<file path="src/rtl/pntf_pkg.sv">
// Shared constants, codes and controller/datapath interface types for the Petri net firing block.
`default_nettype none

package pntf_pkg;

	localparam int PLACES      = 1024;
	localparam int ARCS        = 4096;
	localparam int TRANSITIONS = 1024;

	localparam int OP_W      = 3;
	localparam int IDX_W     = 12;
	localparam int TOKEN_W   = 32;
	localparam int PLACE_W   = $clog2(PLACES);
	localparam int ARC_AW    = $clog2(ARCS);
	localparam int PTR_W     = ARC_AW + 1;
	localparam int TRANS_AW  = $clog2(TRANSITIONS + 1);
	localparam int ARC_ENT_W = 1 + PLACE_W + TOKEN_W;
	localparam int TRN_ENT_W = 2 * PTR_W;
	localparam int STATUS_W  = 2;

	localparam logic [TOKEN_W-1:0] TOKEN_LIMIT = '1;

	localparam logic [OP_W-1:0] OP_WR_MARK  = 3'd0;
	localparam logic [OP_W-1:0] OP_WR_ARC   = 3'd1;
	localparam logic [OP_W-1:0] OP_WR_TRANS = 3'd2;
	localparam logic [OP_W-1:0] OP_RD_MARK  = 3'd3;
	localparam logic [OP_W-1:0] OP_FIRE     = 3'd4;

	localparam logic [STATUS_W-1:0] ST_OK     = 2'd0;
	localparam logic [STATUS_W-1:0] ST_NOT_EN = 2'd1;
	localparam logic [STATUS_W-1:0] ST_OVF    = 2'd2;

	typedef struct packed {
		logic load;
		logic clr_step;
		logic wr_mark;
		logic wr_arc;
		logic wr_trans;
		logic rd_mark_idx;
		logic rd_trans_cur;
		logic rd_trans_nxt;
		logic cap_cur;
		logic cap_nxt;
		logic rd_arc;
		logic rd_arc_mark;
		logic act;
		logic advance;
		logic set_fail;
		logic result;
	} pntf_cmd_t;

	typedef struct packed {
		logic            clr_last;
		logic [OP_W-1:0] op;
		logic            fire_ok;
		logic            ptr_done;
		logic            last_phase;
		logic            fail_now;
		logic            out_free;
	} pntf_sts_t;

endpackage

`default_nettype wire

</file>
<file path="src/rtl/pntf_ctrl.sv">
// Sequencer for load, read and fire operations of the Petri net firing block.
`default_nettype none

module pntf_ctrl
	import pntf_pkg::*;
(
	input  wire logic      clk,
	input  wire logic      arst_n,
	input  wire logic      req_valid,
	output logic           req_stall,
	input  wire pntf_sts_t sts,
	output pntf_cmd_t      cmd
);

	typedef enum logic [8:0] {
		S_CLR   = 9'b000000001,
		S_IDLE  = 9'b000000010,
		S_EXEC  = 9'b000000100,
		S_TNXT  = 9'b000001000,
		S_TCAP  = 9'b000010000,
		S_ARC   = 9'b000100000,
		S_AWAIT = 9'b001000000,
		S_MARK  = 9'b010000000,
		S_DONE  = 9'b100000000
	} state_t;

	state_t state_q, state_d;

	assign req_stall = (state_q != S_IDLE);

	always_comb begin
		state_d = state_q;
		cmd     = '0;
		unique case (state_q)
			S_CLR: begin
				cmd.clr_step = 1'b1;
				if (sts.clr_last) begin
					state_d = S_IDLE;
				end
			end
			S_IDLE: begin
				if (req_valid) begin
					cmd.load = 1'b1;
					state_d  = S_EXEC;
				end
			end
			S_EXEC: begin
				state_d = S_DONE;
				unique case (sts.op)
					OP_WR_MARK:  cmd.wr_mark = 1'b1;
					OP_WR_ARC:   cmd.wr_arc = 1'b1;
					OP_WR_TRANS: cmd.wr_trans = 1'b1;
					OP_RD_MARK:  cmd.rd_mark_idx = 1'b1;
					OP_FIRE: begin
						if (sts.fire_ok) begin
							cmd.rd_trans_cur = 1'b1;
							state_d          = S_TNXT;
						end else begin
							cmd.set_fail = 1'b1;
						end
					end
					default: ;
				endcase
			end
			S_TNXT: begin
				cmd.cap_cur      = 1'b1;
				cmd.rd_trans_nxt = 1'b1;
				state_d          = S_TCAP;
			end
			S_TCAP: begin
				cmd.cap_nxt = 1'b1;
				state_d     = S_ARC;
			end
			S_ARC: begin
				if (sts.ptr_done) begin
					cmd.advance = 1'b1;
					if (sts.last_phase) begin
						state_d = S_DONE;
					end
				end else begin
					cmd.rd_arc = 1'b1;
					state_d    = S_AWAIT;
				end
			end
			S_AWAIT: begin
				cmd.rd_arc_mark = 1'b1;
				state_d         = S_MARK;
			end
			S_MARK: begin
				cmd.act = 1'b1;
				state_d = sts.fail_now ? S_DONE : S_ARC;
			end
			S_DONE: begin
				if (sts.out_free) begin
					cmd.result = 1'b1;
					state_d    = S_IDLE;
				end
			end
			default: state_d = S_CLR;
		endcase
	end

	always_ff @(posedge clk or negedge arst_n) begin
		if (!arst_n) begin
			state_q <= S_CLR;
		end else begin
			state_q <= state_d;
		end
	end

	a_fire_walk_only_for_fire: assert property (@(posedge clk) disable iff (!arst_n)
		(state_q == S_TNXT) |-> (sts.op == OP_FIRE))
		else $error("transition walk entered for a non-fire transaction");

	a_result_after_work: assert property (@(posedge clk) disable iff (!arst_n)
		cmd.result |-> $past(state_q == S_EXEC || state_q == S_ARC ||
		                     state_q == S_MARK || state_q == S_DONE))
		else $error("result issued without completed work");

	a_clear_ends_idle: assert property (@(posedge clk) disable iff (!arst_n)
		(state_q == S_CLR && sts.clr_last) |=> (state_q == S_IDLE))
		else $error("clearing pass did not end in idle");

endmodule

`default_nettype wire

</file>
<file path="config.mk">
export PLATFORM = sky130hd
export DESIGN_NAME = pntf_ctrl
export DESIGN_NICKNAME = d
export VERILOG_FILES = /design/src/rtl/pntf_pkg.sv /design/src/rtl/pntf_ctrl.sv
export SDC_FILE = /design/constraint.sdc
export NUM_CORES = 1
export LEC_CHECK = 0
export ABC_AREA = 1
export BUFFER_PORTS_ARGS = -buffer_cell sky130_fd_sc_hd__buf_2
export CELL_PAD_IN_SITES_DETAIL_PLACEMENT = 0
export CELL_PAD_IN_SITES_GLOBAL_PLACEMENT = 2
export CORE_UTILIZATION = 23
export CTS_CLUSTER_DIAMETER = 50
export DETAILED_ROUTE_END_ITERATION = 10
export PLACE_DENSITY_LB_ADDON = 0.1
export RECOVER_POWER = 25
export SLEW_MARGIN = 40
export SYNTH_ARGS = -nofsm -noshare
export SYNTH_HDL_FRONTEND = slang
export SYNTH_SLANG_ARGS = --single-unit
</file>
<file path="constraint.sdc">
create_clock -name clk -period 1.5 [get_ports clk]
set_input_delay 0.3 -clock clk [delete_from_list [all_inputs] [get_ports clk]]
set_output_delay 0.3 -clock clk [all_outputs]
set_load 0.1 [all_outputs]
</file>
==> metrics.md, run 1 <==
| Metric | Value |
|---|---|
| Hold Vio Cnt, Final | 0 |
| Commonest non-fill, non-tap cells in the layout | 28 x buf_4, 18 x nand2_1, 17 x buf_12, 14 x buf_6, 13 x inv_1 |
| Final worst setup slack | -0.383 ns |
| RSZ-0062 raised after global routing | true |
| Sequential share of power | 17.9% |
| Top Registers | state_q: 9 flops |
| CTS tree | done |
| Worst-path cell chain | nor2_2, nand2_2, inv_4, nand4_1, clkinvlp_4, buf_12 |
| Final Core Density | 60.2% |
| Setup TNS | -6.11 ns |
| Gate power share | 71.5% |
| CTS Buffer Depth | 2 |
| Main area contributors after synthesis | dfrtp_1 27%, nand2_1 14%, inv_1 12% |
| Leading area contributor after synthesis | dfrtp_1 |
| Crit share post-route | 126% |
| Clock slew seen by the registers of the worst setup and hold paths | 0.07 ns |
| First-pass GRT wire length | 4220 µm |
| Synth Register Bits | 9 |
| Switching Share | 46.8% |
| Worst stage delay on the critical path | 0.40 ns |
| Die span in x | 58.7 µm |
| Synthesized Nets | 132 |
| Vias | 1025 |
| CP required | 1.20 ns |
| Final wirelength | 2400 µm |
| Register with the most flip-flops | state_q |
| GR Util All Layers | 16.1% |
| Die area | 3440 µm² |
| Row count | 20 |
| Largest net degree at the start of global routing | 10 |
| Final #Nets | 207 |
| Worst EP arrival | 1.58 ns |
| Relative slew slack | 64.4% |
| Synthesis Warnings | 0 |
| Peak supply drop | 0.000511 V |
| Initial Util | 24.2% |
| M2 GR Usage | 26.9% |
| Min Clock Period, post-route | 1.88 ns |
| Starting DRT DRC Count | 18 |
| Clock sinks | 9 |
| Post-synth top area share | 27.1% |
| Final Skew | 0.00686 ns |
| Placement-stage cell area | 1590 µm² |
| Sequential area share after synthesis | 30.7% |
| Worst setup SP type | flip-flop |
| Commonest non-fill, non-tap cell in the layout | buf_4 |
| Worst-Skew Late Latency | 0.26 ns |
| Total grt overflow | 0 |
| Max cap viols | 0 |
| Placer congestion estimate | 0.772 |
| DR WL/cell | 10.1 µm |
| Peak Freq | 0.531 GHz |
| DRC Markers | 0 |
| CP max-delay cell | dfrtp_1 |
| Area delta synth->final | 149% |
| Met1 Use GR | 20.5% |
| Hold WC Path Type | in2reg |
| Initial antenna violation count | 0 |
| P_int | 970 µW |
| Layout fillers | 307 |
| FF/Latch Area | 228 µm² |
| Worst-Margin Slew | 0.534 ns |
| Post-Syn Instances | 120 |
| Failing checks | negative setup slack |
| WS Path Type | reg2out |
| Synth Cell Area | 738 µm² |
| Max reg flops | 9 |
| Diodes inserted | 0 |
| Vias in the first global route | 1017 |
| Vias per inst | 4.31 |
| Post-Layout Cell Count | 238 |
| Clk pwr share | 10.6% |
| Placed cell count | 224 |
| Antenna viol nets, final | 0 |
| Most used routing layer | met2 |
| Final setup violation count | 20 |
| Core area | 3050 µm² |
| DRT Pass-1 Iters | 4 |
| Final Slew Violations | 0 |
| P_sw | 853 µW |
| Outcome | finished with violations |
| Post-synth cell types | 18 |
| Detail Placement HPWL | 1990 µm |
| Met3 Use GR | 3.74% |
| # H-tree levels | 1 |
| Pwr/cell area | 991 nW/µm² |
| Total CTS buffers | 3 |
| I/O pin total | 29 |
| Root Buffer | clkbuf_4 |
| Setup WS pre-CTS | -0.176 ns |
| Crit Path Max Fanout | 5 |
| Pleak | 0.000852 µW |
| Final instance area | 1840 µm² |
| Die height | 58.7 µm |
| Multi-input gate area | 627 µm² |
| Input/output buffers | 28 |
| Fraction of layout cells with a size suffix above 1 | 66.5% |
| CP Capture Type | primary output |
| Syn Area/Cell | 6.15 µm² |
[power by group through the flow]
stage                     clock [µW]  sequential, µW  combinational (µW)
after floorplan                    0             314                 615
after global placement             0             315                1040
after detailed placement           0             316                1050
after CTS                        198             312                1230
after global routing             207             333                1390
final                            193             326                1300
[layer usage]
metal	share of wire (%)	wire length, µm
met1	43	1020
met2	52	1250
met3	3.3	80
met4	1.9	46
met5	0	0
[critical path: cells and delay by family, from the launching register on]
family | cells | cell delay [ns]
buffers and inverters | 3 | 0.43
DFF | 1 | 0.40
and+or+nand+nor | 3 | 0.49
[Yosys cell counts, drive strengths merged]
master	instances
nor3	1
nand3	14
nor4	4
inv	27
buf	1
nor2	28
dfstp	1
a21oi	1
dfrtp	8
nand2	30
nand4	4
o211ai	1
[layout make-up]
cell class,instances,share of cell area [%]
Clock buffer,4,1.43
Inverter,27,7.14
Multi-Input combinational cell,83,34.1
Sequential cell,9,12.4
Tap cell,44,2.99
Timing Repair Buffer,71,42.0
[stage by stage]
step	total power, µW	hold slack, ns
after floorplan	929	0.00441
after global placement	1360	0.173
after detailed placement	1370	0.176
after CTS	1740	0.266
after global routing	1930	0.270
final	1820	0.265
[repair_timing]
action	CTS	global route
hold endpoints to repair	8	0
gates resized for setup	32	12
endpoints found under the setup margin	19	20
setup buffers	25	2
hold buffers	1	0
pin swaps	16	12
[kinds of logic after synthesis]
group,after synthesis,synth area share (%)
simple gates,81,52.9
buf+inv,28,14.7
flops,9,30.7
compound gates,2,1.69
[worst paths after layout]
path	start	endpoint	slack (ns)	cells after the start
max in group asynchronous	arst_n	state_q[1]	0.59	2
max reg2reg	state_q[0]	state_q[1]	-0.10	12
max	state_q[2]	cmd[4]	-0.38	6
min	sts[3]	state_q[6]	0.26	2
min reg2reg	state_q[8]	state_q[8]	0.74	3
min in group asynchronous	arst_n	state_q[4]	0.52	2
Power figures use the tool's default switching activity.
==> run 2, diff against run 1 <==
Settings changed: CAP_MARGIN set to 20, CORE_ASPECT_RATIO set to 1.75.
==> metrics.md, run 2 (synthesis gave the netlist of run 1 again) <==
| Metric | Value |
|---|---|
| Final #Nets | 208 |
| CTS tree | done |
| Max reg flops | 9 |
| Setup WS pre-CTS | -0.151 ns |
| CP required | 1.20 ns |
| Final worst setup slack | -0.361 ns |
| Largest net degree at the start of global routing | 10 |
| R2r setup slk | -0.11 ns |
| Fraction of layout cells with a size suffix above 1 | 65.6% |
| Die area | 3450 µm² |
| Diodes inserted | 0 |
| P_int | 1040 µW |
| Total CTS buffers | 3 |
| Pleak | 0.000877 µW |
| Hold WC Path Type | in2reg |
| Vias in the first global route | 1019 |
| Peak Freq | 0.537 GHz |
| Tot Pwr | 1930 µW |
| Switching Share | 45.9% |
| GR Util All Layers | 16.5% |
| Die height | 76.9 µm |
| P_sw | 887 µW |
| Initial Util | 24.7% |
| Final setup violation count | 18 |
| Root Buffer | clkbuf_8 |
| Crit Path Max Fanout | 4 |
| Most used routing layer | met2 |
| Layout fillers | 288 |
| Clock sinks | 9 |
| CTS Buffer Depth | 2 |
| Pwr/cell area | 1010 nW/µm² |
| Commonest non-fill, non-tap cells in the layout | 32 x buf_4, 19 x nand2_1, 19 x buf_12, 15 x inv_1, 14 x nor2_4 |
| DRC Markers | 0 |
| Worst-Skew Late Latency | 0.23 ns |
| Max cap viols | 0 |
| Failing checks | negative setup slack |
| Final Slew Violations | 0 |
| Gate power share | 67.9% |
| Multi-input gate area | 666 µm² |
| Peak supply drop | 0.00105 V |
| Met1 Use GR | 16.1% |
| Final Skew | 0.00582 ns |
| Sequential share of power | 17.3% |
| Starting DRT DRC Count | 14 |
| DR WL/cell | 11.4 µm |
| Min Clock Period, post-route | 1.86 ns |
| First-pass GRT wire length | 4220 µm |
| Clock slew seen by the registers of the worst setup and hold paths | 0.05 ns |
| Die span in x | 44.8 µm |
| Relative slew slack | 65.1% |
| Top Registers | state_q: 9 flops |
| CP Capture Type | primary output |
| Vias | 1006 |
| Antenna viol nets, final | 0 |
| Worst EP arrival | 1.56 ns |
| Input/output buffers | 28 |
| Register with the most flip-flops | state_q |
| M2 GR Usage | 32.4% |
| Total grt overflow | 0 |
| Setup TNS | -5.41 ns |
| Vias per inst | 4.24 |
| Area delta synth->final | 159% |
| Met3 Use GR | 2.59% |
| FF/Latch Area | 228 µm² |
| Final wirelength | 2710 µm |
| Row count | 26 |
| I/O pin total | 29 |
| DRT Pass-1 Iters | 4 |
| Clk pwr share | 14.7% |
| Crit share post-route | 124% |
| # H-tree levels | 1 |
| WHS | 0.320 ns |
| Core area | 2990 µm² |
| Detail Placement HPWL | 2140 µm |
| RSZ-0062 raised after global routing | true |
| Commonest non-fill, non-tap cell in the layout | buf_4 |
| Worst setup SP type | flip-flop |
| Placer congestion estimate | 0.826 |
| Initial antenna violation count | 0 |
| Outcome | finished with violations |
| WS Path Type | reg2out |
| Hold Vio Cnt, Final | 0 |
| Worst-Margin Slew | 0.524 ns |
-- run 2: final timing paths --
check                      depth (start not counted)    endpoint        from
min in group asynchronous                          2  state_q[4]      arst_n
hold / removal                                     2  state_q[6]      sts[3]
max in group asynchronous                          2  state_q[1]      arst_n
setup reg to reg                                  12  state_q[0]  state_q[0]
setup / recovery                                   7   req_stall  state_q[6]
hold reg to reg                                    3  state_q[8]  state_q[8]
-- run 2: stage by stage --
| stage | area (µm²) | instances | utilization [%] |
|---|---|---|---|
| detailed placement | 1530 | 215 | 51.1 |
| floorplan | 907 | 120 | - |
| global route | 1910 | 237 | 63.8 |
| CTS | 1710 | 229 | 57.2 |
| global placement | 1530 | 215 | 51.1 |
| finish | 1910 | 237 | 63.8 |
-- run 2: layer usage --
layer	up-vias	wire length, µm
li1	517	-
met2	24	1680
met5	-	0
met4	0	32
met1	461	918
met3	4	78
-- run 2: what timing repair did --
action	in CTS	in global routing
gates cloned	0	0
pin swaps	14	11
hold buffers	1	0
resized for setup	16	27
endpoints found under the hold margin	8	0
setup buffers	10	9
endpoints found under the setup margin	19	20
-- run 2: power by group through the flow --
stage	Combinational, µW	Sequential [µW]	Clock, µW
finish	1310	335	284
global route	1400	342	305
CTS	1090	314	289
detailed placement	1020	318	0
global placement	1020	315	0
floorplan	615	314	0
-- run 2: final cells by class --
cell class | instances | share of cell area [%]
clock buffer | 3 | 2.16
inverter | 27 | 6.88
tap | 42 | 2.75
timing repair buffer | 72 | 41.2
sequential | 9 | 11.9
multi-input combinational | 83 | 34.9
clock inverter | 1 | 0.262
-- run 2: critical path, stage by stage, from the launching register on --
cell     delay, ns
dfrtp_1       0.41
nor2_4        0.15
nand2_4       0.06
nor2_4        0.16
buf_4         0.17
nand2_2       0.07
buf_4         0.15
buf_12        0.16
